===== src/rtl/s5rp_pkg.sv =====
// s5rp_pkg: shared types and constants for the SOCKS5 reply parser.
// No dependencies; imported by the unit, input stage, parser and checker.
package s5rp_pkg;

    localparam logic [7:0] SOCKS_VERSION  = 8'h05;
    localparam logic [7:0] METHOD_NONE    = 8'h00;
    localparam logic [7:0] METHOD_REFUSED = 8'hff;
    localparam logic [7:0] ATYP_IPV4      = 8'h01;
    localparam logic [7:0] ATYP_NAME      = 8'h03;
    localparam logic [7:0] ATYP_IPV6      = 8'h04;
    localparam logic [8:0] IPV4_TAIL      = 9'd6;
    localparam logic [8:0] IPV6_TAIL      = 9'd18;
    localparam logic [8:0] PORT_BYTES     = 9'd2;

    localparam logic [3:0] ST_BUSY        = 4'd0;
    localparam logic [3:0] ST_AUTH_OK     = 4'd1;
    localparam logic [3:0] ST_CONNECTED   = 4'd2;
    localparam logic [3:0] ST_BAD_AUTH    = 4'd3;
    localparam logic [3:0] ST_REFUSED     = 4'd4;
    localparam logic [3:0] ST_BAD_VERSION = 4'd5;
    localparam logic [3:0] ST_SERVER_ERR  = 4'd6;
    localparam logic [3:0] ST_BAD_ATYP    = 4'd7;
    localparam logic [3:0] ST_EOF         = 4'd8;
    localparam logic [3:0] ST_FINISHED    = 4'd9;

    typedef struct packed {
        logic [7:0] rx_byte;
        logic       end_of_stream;
        logic       restart;
    } t_in_word;

    typedef struct packed {
        logic [3:0] status;
        logic [7:0] server_code;
        logic       finished;
    } t_result;

endpackage


===== src/rtl/s5rp_if.sv =====
// s5rp_if: valid/ready channel interfaces for input bytes and results.
// Depends on nothing; used by the top level and the input stage.
interface s5rp_in_if;
    logic       valid;
    logic       ready;
    logic [7:0] rx_byte;
    logic       end_of_stream;
    logic       restart;

    modport source(output valid, output rx_byte, output end_of_stream, output restart,
                   input ready);
    modport sink(input valid, input rx_byte, input end_of_stream, input restart,
                 output ready);
endinterface

interface s5rp_out_if;
    logic       valid;
    logic       ready;
    logic [3:0] status;
    logic [7:0] server_code;
    logic       finished;

    modport source(output valid, output status, output server_code, output finished,
                   input ready);
    modport sink(input valid, input status, input server_code, input finished,
                 output ready);
endinterface


===== src/rtl/socks5_reply_parser_unit.sv =====
// SOCKS5 reply parser: one received byte per word, one status word per byte.
// Path: input register, then result register.
// Throughput: one word per cycle unless o_out stalls; the parser state updates
// as a word moves from the input register to the result register.
// Reset (i_rst_n low, synchronous) empties both registers and returns the
// parser to awaiting the method reply. Depends on s5rp_pkg, s5rp_if.
module socks5_reply_parser_unit (
    input  logic       i_clk,
    input  logic       i_rst_n,
    s5rp_in_if.sink    i_in,
    s5rp_out_if.source o_out
);
    import s5rp_pkg::*;

    logic     in_valid;
    t_in_word in_word;
    logic     advance;
    t_result  result;

    logic     r_out_valid;
    t_result  r_out;

    assign advance = in_valid && (!r_out_valid || o_out.ready);

    s5rp_in_stage u_in_stage (
        .i_clk     (i_clk),
        .i_rst_n   (i_rst_n),
        .i_in      (i_in),
        .i_advance (advance),
        .o_valid   (in_valid),
        .o_word    (in_word)
    );

    s5rp_parser u_parser (
        .i_clk    (i_clk),
        .i_rst_n  (i_rst_n),
        .i_step   (advance),
        .i_word   (in_word),
        .o_result (result)
    );

    always_ff @(posedge i_clk) begin
        if (!i_rst_n) begin
            r_out_valid <= 1'b0;
        end else if (!r_out_valid || o_out.ready) begin
            r_out_valid <= in_valid;
        end
    end

    always_ff @(posedge i_clk) begin
        if (advance) begin
            r_out <= result;
        end
    end

    assign o_out.valid       = r_out_valid;
    assign o_out.status      = r_out.status;
    assign o_out.server_code = r_out.server_code;
    assign o_out.finished    = r_out.finished;
endmodule


===== src/rtl/s5rp_in_stage.sv =====
// s5rp_in_stage: input register; captures one word per cycle unless stalled.
// Depends on s5rp_pkg and s5rp_if.
module s5rp_in_stage (
    input  logic              i_clk,
    input  logic              i_rst_n,
    s5rp_in_if.sink           i_in,
    input  logic              i_advance,
    output logic              o_valid,
    output s5rp_pkg::t_in_word o_word
);
    import s5rp_pkg::*;

    logic     r_valid;
    t_in_word r_word;

    // refill whenever empty or the held word moves on this cycle
    assign i_in.ready = !r_valid || i_advance;

    always_ff @(posedge i_clk) begin
        if (!i_rst_n) begin
            r_valid <= 1'b0;
        end else if (i_in.ready) begin
            r_valid <= i_in.valid;
        end
    end

    always_ff @(posedge i_clk) begin
        if (i_in.valid && i_in.ready) begin
            r_word.rx_byte       <= i_in.rx_byte;
            r_word.end_of_stream <= i_in.end_of_stream;
            r_word.restart       <= i_in.restart;
        end
    end

    assign o_valid = r_valid;
    assign o_word  = r_word;
endmodule


===== src/rtl/s5rp_parser.sv =====
// s5rp_parser: negotiation state and per-byte decode of method and connect replies.
// Depends on s5rp_pkg.
module s5rp_parser (
    input  logic               i_clk,
    input  logic               i_rst_n,
    input  logic               i_step,
    input  s5rp_pkg::t_in_word i_word,
    output s5rp_pkg::t_result  o_result
);
    import s5rp_pkg::*;

    localparam logic [1:0] PH_METHOD  = 2'd0;
    localparam logic [1:0] PH_CONNECT = 2'd1;
    localparam logic [1:0] PH_ENDED   = 2'd2;

    localparam logic [2:0] IDX_VER   = 3'd0;
    localparam logic [2:0] IDX_REP   = 3'd1;
    localparam logic [2:0] IDX_RSV   = 3'd2;
    localparam logic [2:0] IDX_ATYP  = 3'd3;
    localparam logic [2:0] IDX_TAIL  = 3'd4;

    logic [1:0] r_phase,     n_phase;
    logic [2:0] r_idx,       n_idx;
    logic [8:0] r_remain,    n_remain;
    logic       r_await_len, n_await_len;
    logic [7:0] r_first,     n_first;
    logic [3:0] r_held_st,   n_held_st;
    logic [7:0] r_held_code, n_held_code;

    t_result    res;
    logic [8:0] remain_dec;

    assign remain_dec = (r_remain != 9'd0) ? r_remain - 9'd1 : r_remain;

    always_comb begin
        n_phase     = r_phase;
        n_idx       = r_idx;
        n_remain    = r_remain;
        n_await_len = r_await_len;
        n_first     = r_first;
        n_held_st   = r_held_st;
        n_held_code = r_held_code;
        res         = '{status: ST_BUSY, server_code: 8'd0, finished: 1'b0};

        if (i_word.restart) begin
            n_phase     = PH_METHOD;
            n_idx       = IDX_VER;
            n_remain    = 9'd0;
            n_await_len = 1'b0;
            n_first     = 8'd0;
            n_held_st   = ST_BUSY;
            n_held_code = 8'd0;
        end else if (r_phase == PH_ENDED) begin
            res = '{status: r_held_st, server_code: r_held_code, finished: 1'b1};
        end else if (i_word.end_of_stream) begin
            res = '{status: ST_EOF, server_code: 8'd0, finished: 1'b1};
        end else if (r_phase == PH_METHOD) begin
            if (r_idx == IDX_VER) begin
                n_first = i_word.rx_byte;
                n_idx   = IDX_REP;
            end else if (r_first != SOCKS_VERSION ||
                         (i_word.rx_byte != METHOD_NONE &&
                          i_word.rx_byte != METHOD_REFUSED)) begin
                res = '{status: ST_BAD_AUTH, server_code: 8'd0, finished: 1'b1};
            end else if (i_word.rx_byte == METHOD_REFUSED) begin
                res = '{status: ST_REFUSED, server_code: 8'd0, finished: 1'b1};
            end else begin
                n_phase = PH_CONNECT;
                n_idx   = IDX_VER;
                res.status = ST_AUTH_OK;
            end
        end else begin
            unique case (r_idx)
                IDX_VER: begin
                    if (i_word.rx_byte != SOCKS_VERSION) begin
                        res = '{status: ST_BAD_VERSION, server_code: 8'd0, finished: 1'b1};
                    end else begin
                        n_idx = IDX_REP;
                    end
                end
                IDX_REP: begin
                    if (i_word.rx_byte != 8'd0) begin
                        res = '{status: ST_SERVER_ERR, server_code: i_word.rx_byte,
                                finished: 1'b1};
                    end else begin
                        n_idx      = IDX_RSV;
                        res.status = ST_CONNECTED;
                    end
                end
                IDX_RSV: begin
                    n_idx      = IDX_ATYP;
                    res.status = ST_CONNECTED;
                end
                IDX_ATYP: begin
                    res.status = ST_CONNECTED;
                    n_idx      = IDX_TAIL;
                    if (i_word.rx_byte == ATYP_IPV4) begin
                        n_remain = IPV4_TAIL;
                    end else if (i_word.rx_byte == ATYP_IPV6) begin
                        n_remain = IPV6_TAIL;
                    end else if (i_word.rx_byte == ATYP_NAME) begin
                        n_await_len = 1'b1;
                    end else begin
                        n_idx = r_idx;
                        res   = '{status: ST_BAD_ATYP, server_code: 8'd0, finished: 1'b1};
                    end
                end
                default: begin
                    // tail: name length byte, then address and port count-down
                    if (r_await_len) begin
                        n_await_len = 1'b0;
                        n_remain    = {1'b0, i_word.rx_byte} + PORT_BYTES;
                        res.status  = ST_CONNECTED;
                    end else begin
                        n_remain = remain_dec;
                        if (remain_dec == 9'd0) begin
                            res = '{status: ST_FINISHED, server_code: 8'd0, finished: 1'b1};
                        end else begin
                            res.status = ST_CONNECTED;
                        end
                    end
                end
            endcase
        end

        // any terminal result latches the ended state
        if (!i_word.restart && r_phase != PH_ENDED && res.finished) begin
            n_phase     = PH_ENDED;
            n_held_st   = res.status;
            n_held_code = res.server_code;
        end
    end

    always_ff @(posedge i_clk) begin
        if (!i_rst_n) begin
            r_phase     <= PH_METHOD;
            r_idx       <= IDX_VER;
            r_remain    <= 9'd0;
            r_await_len <= 1'b0;
            r_first     <= 8'd0;
            r_held_st   <= ST_BUSY;
            r_held_code <= 8'd0;
        end else if (i_step) begin
            r_phase     <= n_phase;
            r_idx       <= n_idx;
            r_remain    <= n_remain;
            r_await_len <= n_await_len;
            r_first     <= n_first;
            r_held_st   <= n_held_st;
            r_held_code <= n_held_code;
        end
    end

    assign o_result = res;
endmodule


===== src/flat_wrapper.sv =====
// flat-port wrapper written by rule: the top's interface ports become plain ports
module socks5_reply_parser_unit_flat import s5rp_pkg::*;
  (i_clk, i_rst_n, i_in_valid, i_in_rx_byte, i_in_end_of_stream, i_in_restart, i_in_ready, o_out_valid, o_out_status, o_out_server_code, o_out_finished, o_out_ready);
  s5rp_in_if i_in_i ();
  s5rp_out_if o_out_i ();
  input  logic i_clk;
  input  logic i_rst_n;
  input wire logic [$bits(i_in_i.valid)-1:0] i_in_valid;
  input wire logic [$bits(i_in_i.rx_byte)-1:0] i_in_rx_byte;
  input wire logic [$bits(i_in_i.end_of_stream)-1:0] i_in_end_of_stream;
  input wire logic [$bits(i_in_i.restart)-1:0] i_in_restart;
  output wire logic [$bits(i_in_i.ready)-1:0] i_in_ready;
  output wire logic [$bits(o_out_i.valid)-1:0] o_out_valid;
  output wire logic [$bits(o_out_i.status)-1:0] o_out_status;
  output wire logic [$bits(o_out_i.server_code)-1:0] o_out_server_code;
  output wire logic [$bits(o_out_i.finished)-1:0] o_out_finished;
  input wire logic [$bits(o_out_i.ready)-1:0] o_out_ready;
  assign i_in_i.valid = i_in_valid;
  assign i_in_i.rx_byte = i_in_rx_byte;
  assign i_in_i.end_of_stream = i_in_end_of_stream;
  assign i_in_i.restart = i_in_restart;
  assign i_in_ready = i_in_i.ready;
  assign o_out_valid = o_out_i.valid;
  assign o_out_status = o_out_i.status;
  assign o_out_server_code = o_out_i.server_code;
  assign o_out_finished = o_out_i.finished;
  assign o_out_i.ready = o_out_ready;
  socks5_reply_parser_unit u_core (.i_clk(i_clk), .i_rst_n(i_rst_n), .i_in(i_in_i), .o_out(o_out_i));
endmodule

===== config.mk =====
export PLATFORM = sky130hd
export DESIGN_NAME = socks5_reply_parser_unit_flat
export DESIGN_NICKNAME = d
export VERILOG_FILES = /design/src/rtl/s5rp_pkg.sv /design/src/rtl/s5rp_if.sv /design/src/rtl/socks5_reply_parser_unit.sv /design/src/rtl/s5rp_in_stage.sv /design/src/rtl/s5rp_parser.sv /design/src/flat_wrapper.sv
export SDC_FILE = /design/constraint.sdc
export NUM_CORES = 1
export LEC_CHECK = 0
export BUFFER_PORTS_ARGS = -buffer_cell sky130_fd_sc_hd__buf_2
export CORE_UTILIZATION = 50
export CTS_BUF_LIST = sky130_fd_sc_hd__clkbuf_8
export CTS_CLUSTER_SIZE = 10
export DETAILED_ROUTE_END_ITERATION = 8
export PLACE_DENSITY = 0.69
export SYNTH_ARGS = -nofsm -noshare
export SYNTH_HDL_FRONTEND = slang
export SYNTH_SLANG_ARGS = --single-unit

===== constraint.sdc =====
create_clock -name i_clk -period 2.9 [get_ports i_clk]
set_clock_uncertainty 0.05 [all_clocks]
set_input_delay 0.435 -clock i_clk [delete_from_list [all_inputs] [get_ports i_clk]]
set_output_delay 0.435 -clock i_clk [all_outputs]
set_load 0.02 [all_outputs]

-- Yosys cells after proc, flatten, opt, wreduce, memory -nomap -nowiden
Index checks and enable logic that the tools add are counted.
- flip-flop bits (word level): 60
- latch bits: 0
- memory bits (writable): 0
- bits in read-only memories: 0
- input port bits: 14
- output and inout bits: 15
- word-level logic and storage cells: 142
- memories: 0
- add/sub/neg operators: 2
- $mul: 0
- divide/modulo/power cells: 0
- order comparisons: 0
- equal/unequal tests: 30
- shift-type cells: 0
- multiplexer cells: 67
- bitwise operators: 0
- reduce and logical (&&, ||, !) cells: 28
- operators by type and width (kind ; number):
    9-bit 2-to-1 mux ; 9
    13-bit 2-to-1 mux ; 6
    8-bit 2-to-1 mux ; 7
    12-bit 2-to-1 mux ; 4
    3-bit 2-to-1 mux ; 14
    9-bit case mux with 4 select lines ; 1
    4-bit by 3-bit inequality test with 1-bit output, second input constant ; 5
    9-bit case mux with 2 select lines ; 1
    2-bit 2-to-1 mux ; 8
    4-bit 2-to-1 mux ; 4
    8-bit by 3-bit inequality test with 1-bit output, second input constant ; 2
    4-bit case mux with 4 select lines ; 1
    3-bit by 1-bit inequality test with 1-bit output, second input constant ; 4
    3-bit case mux with 4 select lines ; 1
    1-bit 2-to-1 mux ; 10
    8-bit by 2-bit adder with 9-bit output, second input constant ; 1
    9-bit zero test ; 1
    3-bit by 2-bit inequality test with 1-bit output, second input constant ; 3
    9-bit AND reduction ; 1
    9-bit nonzero test ; 1
    9-bit by 1-bit subtractor with 9-bit output, second input constant ; 1
    8-bit by 1-bit == test with 1-bit output, second input constant ; 1
    8-bit by 2-bit == test with 1-bit output, second input constant ; 1
    8-bit by 3-bit == test with 1-bit output, second input constant ; 1
    25 further kinds ; 39

-- Depth between registers and ports, before layout
Gate-level depths: netlist of run 1.
- depth in word-level cells: 13
- mapped depth: 9
- depth with buffers taken out: 8

-- By module
From an unflattened synthesis of run 1, not the netlist that was laid out.
- cells, all modules: 354
- area total of the unflattened synthesis: 3412.0 sq um
- modules (own cells, without submodules) (module ; times used ; cells an instance ; area an instance (sq um) ; seq. area each (sq um)):
    s5rp_parser ; 1 ; 322 ; 2616.3 ; 700.7
    socks5_reply_parser_unit ; 1 ; 17 ; 437.9 ; 410.4
    s5rp_in_stage ; 1 ; 15 ; 357.8 ; 320.3

-- Worst setup path after synthesis of run 1
Ideal clock, no wire load.
- kind: register -> register
- start point: reg u_core.u_parser.r_remain[0]
- end point: reg u_core.r_out (netlist bit u_core.o_out.finished), data pin
- library setup time: 0.266 ns
- arrival time: 1.879 ns
- required time: 2.584 ns
- path slack: 0.705 ns
- cell stages (with the launch flop): 10
- path buffers: 1
- cells stage by stage: dfxtp_1 > inv_1 > ha_1 > or4b_4 > o211ai_2 > a211oi_2 > or2_1 > buf_2 > nor3_1 > nor2_1
- RTL lines (what ; RTL line ; RTL):
    from (decl) ; s5rp_parser.sv:24 ; logic [8:0] r_remain, n_remain;
    from (signal assigned) ; s5rp_parser.sv:146 ; r_remain <= n_remain;
    to (signal assigned) ; socks5_reply_parser_unit.sv:52 ; r_out <= result;
    to (decl) ; socks5_reply_parser_unit.sv:21 ; t_result r_out;

-- Final worst setup path of run 1
- start point: reg u_core.u_in_stage.r_word (netlist bit u_core.u_in_stage.o_word[5])
- end point: reg u_core.u_parser.r_remain[3]
- word-level cells in the longest chain between the ends: 7
- elaborated cells on any way between the ends: 12
- RTL lines (what ; RTL line ; RTL):
    from (decl) ; s5rp_in_stage.sv:14 ; t_in_word r_word;
    8-bit by 2-bit adder with 9-bit output / 8-bit by 1-bit == test with 1-bit output (equally long branches) ; s5rp_parser.sv:112, s5rp_parser.sv:97 ;
    9-bit 2-to-1 mux, on equally long branches ; s5rp_parser.sv:110, s5rp_parser.sv:97 ;
    9-bit case mux with 2 select lines ; s5rp_parser.sv:73 ; unique case (r_idx)
    9-bit 2-to-1 mux ; s5rp_parser.sv:57 ; end else if (r_phase == PH_METHOD) begin
    9-bit 2-to-1 mux ; s5rp_parser.sv:55 ; end else if (i_word.end_of_stream) begin
    9-bit 2-to-1 mux ; s5rp_parser.sv:53 ; end else if (r_phase == PH_ENDED) begin
    9-bit 2-to-1 mux ; s5rp_parser.sv:45 ; if (i_word.restart) begin
Several ways; a longest one is shown, not always the timed one. The select of a mux whose other input is x is not followed.
A chain may end at the register's enable or synchronous reset.

==> reports/results.txt, run 1 <==
layout cells sized above 1: 0.174
Setup TNS: 0 ns
reg-to-reg slack, setup: 0.50 ns
FF-to-FF End: u_core.u_parser.r_remain[3]
die height: 83.9 um
I/O pins: 29
# nets final: 419
RSZ-0062 raised after global routing: no
Clk network pwr share: 0.386
detailed-route via count: 3,007
NetSw: 496 uW
max incr delay on CP: 0.54 ns
I/O Buffers: 28
maximum vdd drop: 335 uV
CTS Buf Count: 9
Routed met2 length: 3610 um
CP delay by family, top: compound AO/OA/AOI/OAI gates
Post-Syn Nets: 395
Synth Flop Type: dfxtp_1
outcome: complete, but fails checks
leakage power: 1.28 nW
CP max FO: 19
fmax: 417 MHz
Root Driver: clkbuf_8
Comb power frac: 0.102
register area share after synthesis: 0.427
P per Cell Area: 486 nW/um2
number of synthesized flops with an enable pin: 23
fin crit period: 2.40 ns
area added between synthesis and finish: 10.9%
Fill cells: 585
maximum clock insertion buffer count: 2
Inserted Diodes: 0
vias in the first global route: 2,682
CP max-delay cell: edfxtp_1
Yosys top cell area share: 0.221
library cells used by synthesis: 68
max_cap viols: 0
Core Rows: 29
Initial Util: 0.522
Critical Path Start Type: register
Non-Filler Instances: 484
met3 WL: 587 um
Worst Setup EP: u_core.u_parser.r_remain[3]
HPWL Detailed: 5760 um
worst path required time: 3.13 ns
Mapped Cells: 378
final total power: 1.81 mW
Core ar.: 6420 um2
WL/cell: 17.1 um
Synth Register Bits: 60
CTS sink cnt: 60
most common cell in the netlist: dfxtp_1
post-synthesis cell area: 3350 um2
drt pass-1 iters: 7
Worst Hold Class: input port to register
CTS tree: yes
H-tree Lvls: 3
Sequential Power Share: 0.512
chip width: 83.9 um
Crit Path Class: register to register
met1 wire length: 4010 um
hold-fix buffers at CTS: 0
largest net degree at the start of global routing: 24
antenna-violating nets left: 0
Tot GR Track Use: 0.246
final worst path period share: 0.826
Critical Path Start: u_core.u_in_stage.o_word[5]
Clk Latency, worst-skew pair: 0.35 ns
Vias/cell: 6.21
Worst Tran Pin Value: 0.674 ns
HP Start: i_in_rx_byte[1]
critical path depth: 6
syn avg cell area: 8.87 um2
Synth area leaders: dfxtp_1, edfxtp_1, a21oi_1
WL final: 8300 um
Critical path buffers and inverters: 0
Async SR Flop Fraction: 0
post-CTS setup buffers: 0
WP data arrival: 2.63 ns
CTS clock-pin slew for the worst setup and hold paths: 0.07 ns
Fin. Hold Viols: 0
first-pass GRT wire length: 13,500 um
internal power: 1.31 mW
# setup viols final: 0
Starting DRT DRC Count: 243
initial antenna violation count: 0
Remaining DRCs: 3
GPL Wtd Cong: 0.886
worst-path cell chain: or3_4 > o41ai_4 > o2111ai_4 > a2111oi_0 > a21oi_1 > nor2_1
Slew Viols, Final: 0
highest routed layer: met4
failing checks: DRC
area leader, netlist: dfxtp_1
Net Sw Frac: 0.275
die footprint: 7040 um2
Yosys warning count: 0
worst reg2reg path depth: 6
PostCTS Resize Cnt: 0
placed cell count: 468
grt ovf: 0
Max transition margin: 0.550
most common library cells after synthesis: dfxtp_1, a21oi_1, nand2_1, nor2_1, o21ai_0
crit path capture type: register
reg-to-reg startpoint: u_core.u_in_stage.o_word[5]
kinds of logic (layout without fill, tap and decap cells):
kind of cell             Yosys count  in the layout  synth area share
flip-flops                        60             60             0.427
AND/OR/NAND/NOR                  140            140             0.225
multiplexers                       2              2           0.00671
AO/OA/AOI/OAI                    117            117             0.243
adder cells (fa/ha/maj)            3              3            0.0112
XOR/XNOR                           9              9            0.0235
buffers and inverters             47             76            0.0634
per-stage QoR:
| step | instance area (um2) | hold slack, ns | setup WS, ns | util |
|---|---|---|---|---|
| detailed placement | 3540 | 0.410 | 0.548 | 0.551 |
| finish | 3720 | 0.213 | 0.504 | 0.579 |
| global placement | 3540 | 0.407 | 0.613 | 0.551 |
| global route | 3720 | 0.197 | 0.293 | 0.579 |
| CTS | 3720 | 0.208 | 0.534 | 0.579 |
| floorplan | 3350 | 0.384 | 0.705 | - |
power by group through the flow:
stage | clock (mW) | combinational, mW | sequential [mW]
after CTS | 0.703 | 0.181 | 0.924
after global routing | 0.741 | 0.200 | 0.927
after floorplan | 0 | 0.129 | 0.936
after global placement | 0 | 0.179 | 0.942
after detailed placement | 0 | 0.180 | 0.942
final | 0.698 | 0.184 | 0.925
how the worst min path moves through the flow:
| stage | to | cells past startpoint |
|---|---|---|
| after global routing | u_core.u_in_stage.o_word[6] | 1 |
| after global placement | u_core.u_parser.r_held_code[0] | 2 |
| after detailed placement | u_core.u_parser.r_held_code[6] | 2 |
| final | u_core.u_in_stage.o_word[3] | 1 |
| after CTS | u_core.u_in_stage.o_word[7] | 1 |
| after floorplan | u_core.u_parser.r_held_code[6] | 2 |
per-layer routing:
| layer | vias to the layer above | track usage |
|---|---|---|
| met2 | 128 | 0.371 |
| met1 | 1414 | 0.344 |
| li1 | 1455 | - |
| met5 | - | 0 |
| met3 | 10 | 0.0643 |
| met4 | 0 | 0.0752 |
registers in the layout, indices dropped and copies added, names as in the netlist:
name and cells:
u_core.u_in_stage.o_word 10, u_core.u_parser.r_remain 9, u_core.o_out.server_code 8, u_core.u_parser.r_first 8, u_core.u_parser.r_held_code 8, u_core.o_out.status 4
u_core.u_parser.r_held_st 4, u_core.u_parser.r_idx 3, u_core.u_parser.r_phase 2, u_core.o_out.finished 1, u_core.o_out.valid 1, u_core.u_in_stage.o_valid 1
u_core.u_parser.r_await_len 1
cell type report:
cell class / instances / area, um2 / share of cell area
Clock inverter: 5 / 28.8 / 0.00774
Inverter: 21 / 78.8 / 0.0212
Timing Repair Buffer: 39 / 223 / 0.0599
Clock buffer: 11 / 151 / 0.0407
Multi-Input combinational cell: 271 / 1710 / 0.460
Tap cell: 77 / 96.3 / 0.0259
Sequential cell: 60 / 1430 / 0.385
cells in the final DEF (no fill, tap or decap), types with 3 or more instances in the layout:
cell      count
a211oi_1      3
a21oi_1      31
a22o_1        6
and2_1        7
buf_2        28
buf_4        11
clkbuf_8     11
dfxtp_1      37
edfxtp_1     23
ha_1          3
inv_1        22
nand2_1      27
nand2b_1      7
nand3_1      17
nand4_1       5
nor2_1       27
nor2b_1       6
nor3_1       13
nor4_1        7
o211ai_1     10
o21ai_0      27
o22ai_1       6
or3_1         6
xnor2_1       6
xor2_1        3
(Power assumes the default switching activity.)
==> run 2: changes to the inputs <==
==> constraint.sdc (replaced) <==
create_clock -name i_clk -period 2.5 [get_ports i_clk]
set_clock_uncertainty 0.05 [all_clocks]
set_input_delay 0.375 -clock i_clk [delete_from_list [all_inputs] [get_ports i_clk]]
set_output_delay 0.375 -clock i_clk [all_outputs]
set_load 0.02 [all_outputs]
==> reports/results.txt, run 2 (same netlist as run 1, synthesis figures left out) <==
outcome: complete, but fails checks
failing checks: DRC
chip width: 83.9 um (unchanged)
Core ar.: 6420 um2 (unchanged)
Fin. Hold Viols: 0 (unchanged)
CTS sink cnt: 60 (unchanged)
Core Rows: 29 (unchanged)
crit path capture type: register
fmax: 425 MHz (+1.9%)
maximum clock insertion buffer count: 2 (unchanged)
WL/cell: 17.2 um (+0.36%)
drt pass-1 iters: 6 (-1)
WL final: 8530 um (+2.8%)
worst path required time: 2.73 ns (-0.40 ns)
CTS clock-pin slew for the worst setup and hold paths: 0.07 ns (about the same)
P per Cell Area: 593 nW/um2 (+22%)
Remaining DRCs: 2 (-1)
layout cells sized above 1: 0.203 (+0.0284)
largest net degree at the start of global routing: 23 (-4.2%)
Final Cell Area: 3870 um2 (+4.1%)
CP max FO: 19 (unchanged)
HP Start: i_in_rx_byte[4]
first-pass GRT wire length: 14,300 um (+5.6%)
RSZ-0062 raised after global routing: yes
WHS Endpoint: u_core.u_in_stage.o_word[6]
Critical Path Start Type: register
I/O Buffers: 28 (unchanged)
Fill cells: 552 (-5.6%)
most frequent CP cell: a21oi_1
Crit Path Class: register to register
vias in the first global route: 2,922 (+8.9%)
Slew Viols, Final: 0 (unchanged)
CTS tree: yes
initial antenna violation count: 0 (unchanged)
Worst Hold Class: input port to register
Clk Latency, worst-skew pair: 0.35 ns (about the same)
fin crit period: 2.35 ns (-0.0444 ns)
reg-to-reg startpoint: u_core.u_in_stage.o_word[5]
Final Util: 0.603 (+0.0236)
met3 usage: 0.0603 (-0.00396)
Worst Tran Pin Value: 0.679 ns (+0.00550 ns)
Inserted Diodes: 0 (unchanged)
grt met2 use: 0.396 (+0.0246)
worst-path cell chain: or3_4 > o41ai_4 > o2111ai_4 > nor4b_1 > a21oi_1 > a21oi_1
GPL Wtd Cong: 0.949 (+7.1%)
CP delay by family, top: compound AO/OA/AOI/OAI gates
area added between synthesis and finish: 15.4%
reg-to-reg slack, setup: 0.15 ns (-0.36 ns)
CP max-delay cell: or3_4
H-tree Lvls: 3 (unchanged)
Starting DRT DRC Count: 271 (+12%)
antenna-violating nets left: 0 (unchanged)
# nets final: 431 (+2.9%)
die footprint: 7040 um2 (unchanged)
FF-to-FF End: u_core.u_parser.r_remain[7]
max incr delay on CP: 0.42 ns (-0.12 ns)
detailed-route via count: 3,083 (+2.5%)
hold-fix buffers at CTS: 0 (unchanged)
GRT met1 Usage: 0.349 (+0.00521)
Critical path buffers and inverters: 0 (unchanged)
Largest register FFs: 10 (unchanged)
final worst path period share: 0.940 (+0.114)
commonest non-fill, non-tap cell in the layout: dfxtp_1
worst reg2reg path depth: 6 (unchanged)
Post-DP Area: 3630 um2 (+2.5%)
I/O pins: 29 (unchanged)
die height: 83.9 um (unchanged)
hold path cells: 1 (unchanged)
Max transition margin: 0.543 (-0.00723)
# setup viols final: 0 (unchanged)
most frequent cells in the layout: dfxtp_1, a21oi_1, buf_2
maximum vdd drop: 610 uV (+82%)
Initial Util: 0.522 (unchanged)
Vias/cell: 6.22 (about the same)
max_cap viols: 0 (unchanged)
GR peak layer: met2
HPWL Detailed: 5930 um (+2.9%)
CTS Buf Count: 9 (unchanged)
Tot GR Track Use: 0.257 (+0.0116)
leakage power: 1.37 nW (+6.5%)
grt ovf: 0 (unchanged)
post-CTS setup buffers: 0 (unchanged)
WP data arrival: 2.58 ns (-0.05 ns)
Root Driver: clkbuf_8
-- run 2: worst max path at each step --
| stage | startpoint | endpoint | slack [ns] | cells past startpoint |
|---|---|---|---|---|
| floorplan | u_core.u_parser.r_remain[0] | u_core.o_out.finished | 0.30 | 9 |
| global placement | u_core.u_parser.r_remain[1] | u_core.u_parser.r_held_code[4] | 0.02 | 8 |
| detailed placement | u_core.u_parser.r_remain[1] | u_core.u_parser.r_held_code[2] | -0.15 | 8 |
| CTS | u_core.u_parser.r_remain[1] | u_core.o_out.finished | 0.13 | 8 |
| global route | u_core.u_parser.r_remain[1] | u_core.u_parser.r_held_code[3] | -0.009 | 8 |
| finish | u_core.u_in_stage.o_word[5] | u_core.u_parser.r_remain[7] | 0.15 | 6 |
-- run 2: timing repair --
action,4_1_cts,5_1_grt
pin swaps,0,0
resized for setup,1,3
setup endpoints to repair,13,15
-- run 2: where the power goes --
part           internal (mW)  total, mW  switching [mW]  leakage [nW]
clock                  0.588      0.995           0.408         0.114
sequential              1.04       1.07          0.0227         0.523
combinational         0.0805      0.236           0.155         0.731
-- run 2: metrics by stage --
step | setup WS, ns | std cells | TNS (ns) | power (mW) | hold WS (ns)
2_1_floorplan | 0.305 | 378 | 0 | 1.24 | 0.384
3_3_place_gp | 0.0198 | 480 | 0 | 1.31 | 0.397
3_5_place_dp | -0.155 | 480 | -1.23 | 1.31 | 0.413
4_1_cts | 0.128 | 496 | 0 | 2.30 | 0.141
5_1_grt | -0.00922 | 496 | -0.00922 | 2.37 | 0.137
6_report | 0.149 | 496 | 0 | 2.30 | 0.154
-- run 2: final cells by class --
type	instances	area, um2	area share
flip-flops and latches	60	1430	0.370
multi-input cells	271	1730	0.446
inverters	21	78.8	0.0204
clock buffers	10	138	0.0356
clock inverters	6	88.8	0.0229
repair buffers	51	313	0.0808
well taps	77	96.3	0.0249
-- run 2: worst reg2reg max path: stages (launching register included) --
cell and delay [ns]:
edfxtp_1 0.41, or3_4 0.42, o41ai_4 0.41, o2111ai_4 0.37, nor4b_1 0.42, a21oi_1 0.07, a21oi_1 0.14
-- run 2: routing by layer --
metal  vias up  share of wire  routed length (um)
met4         0          0.032                 269
met5         -              0                   0
met2       131           0.46                3890
met1      1446           0.45                3800
li1       1483              -                   -
met3        23          0.067                 570
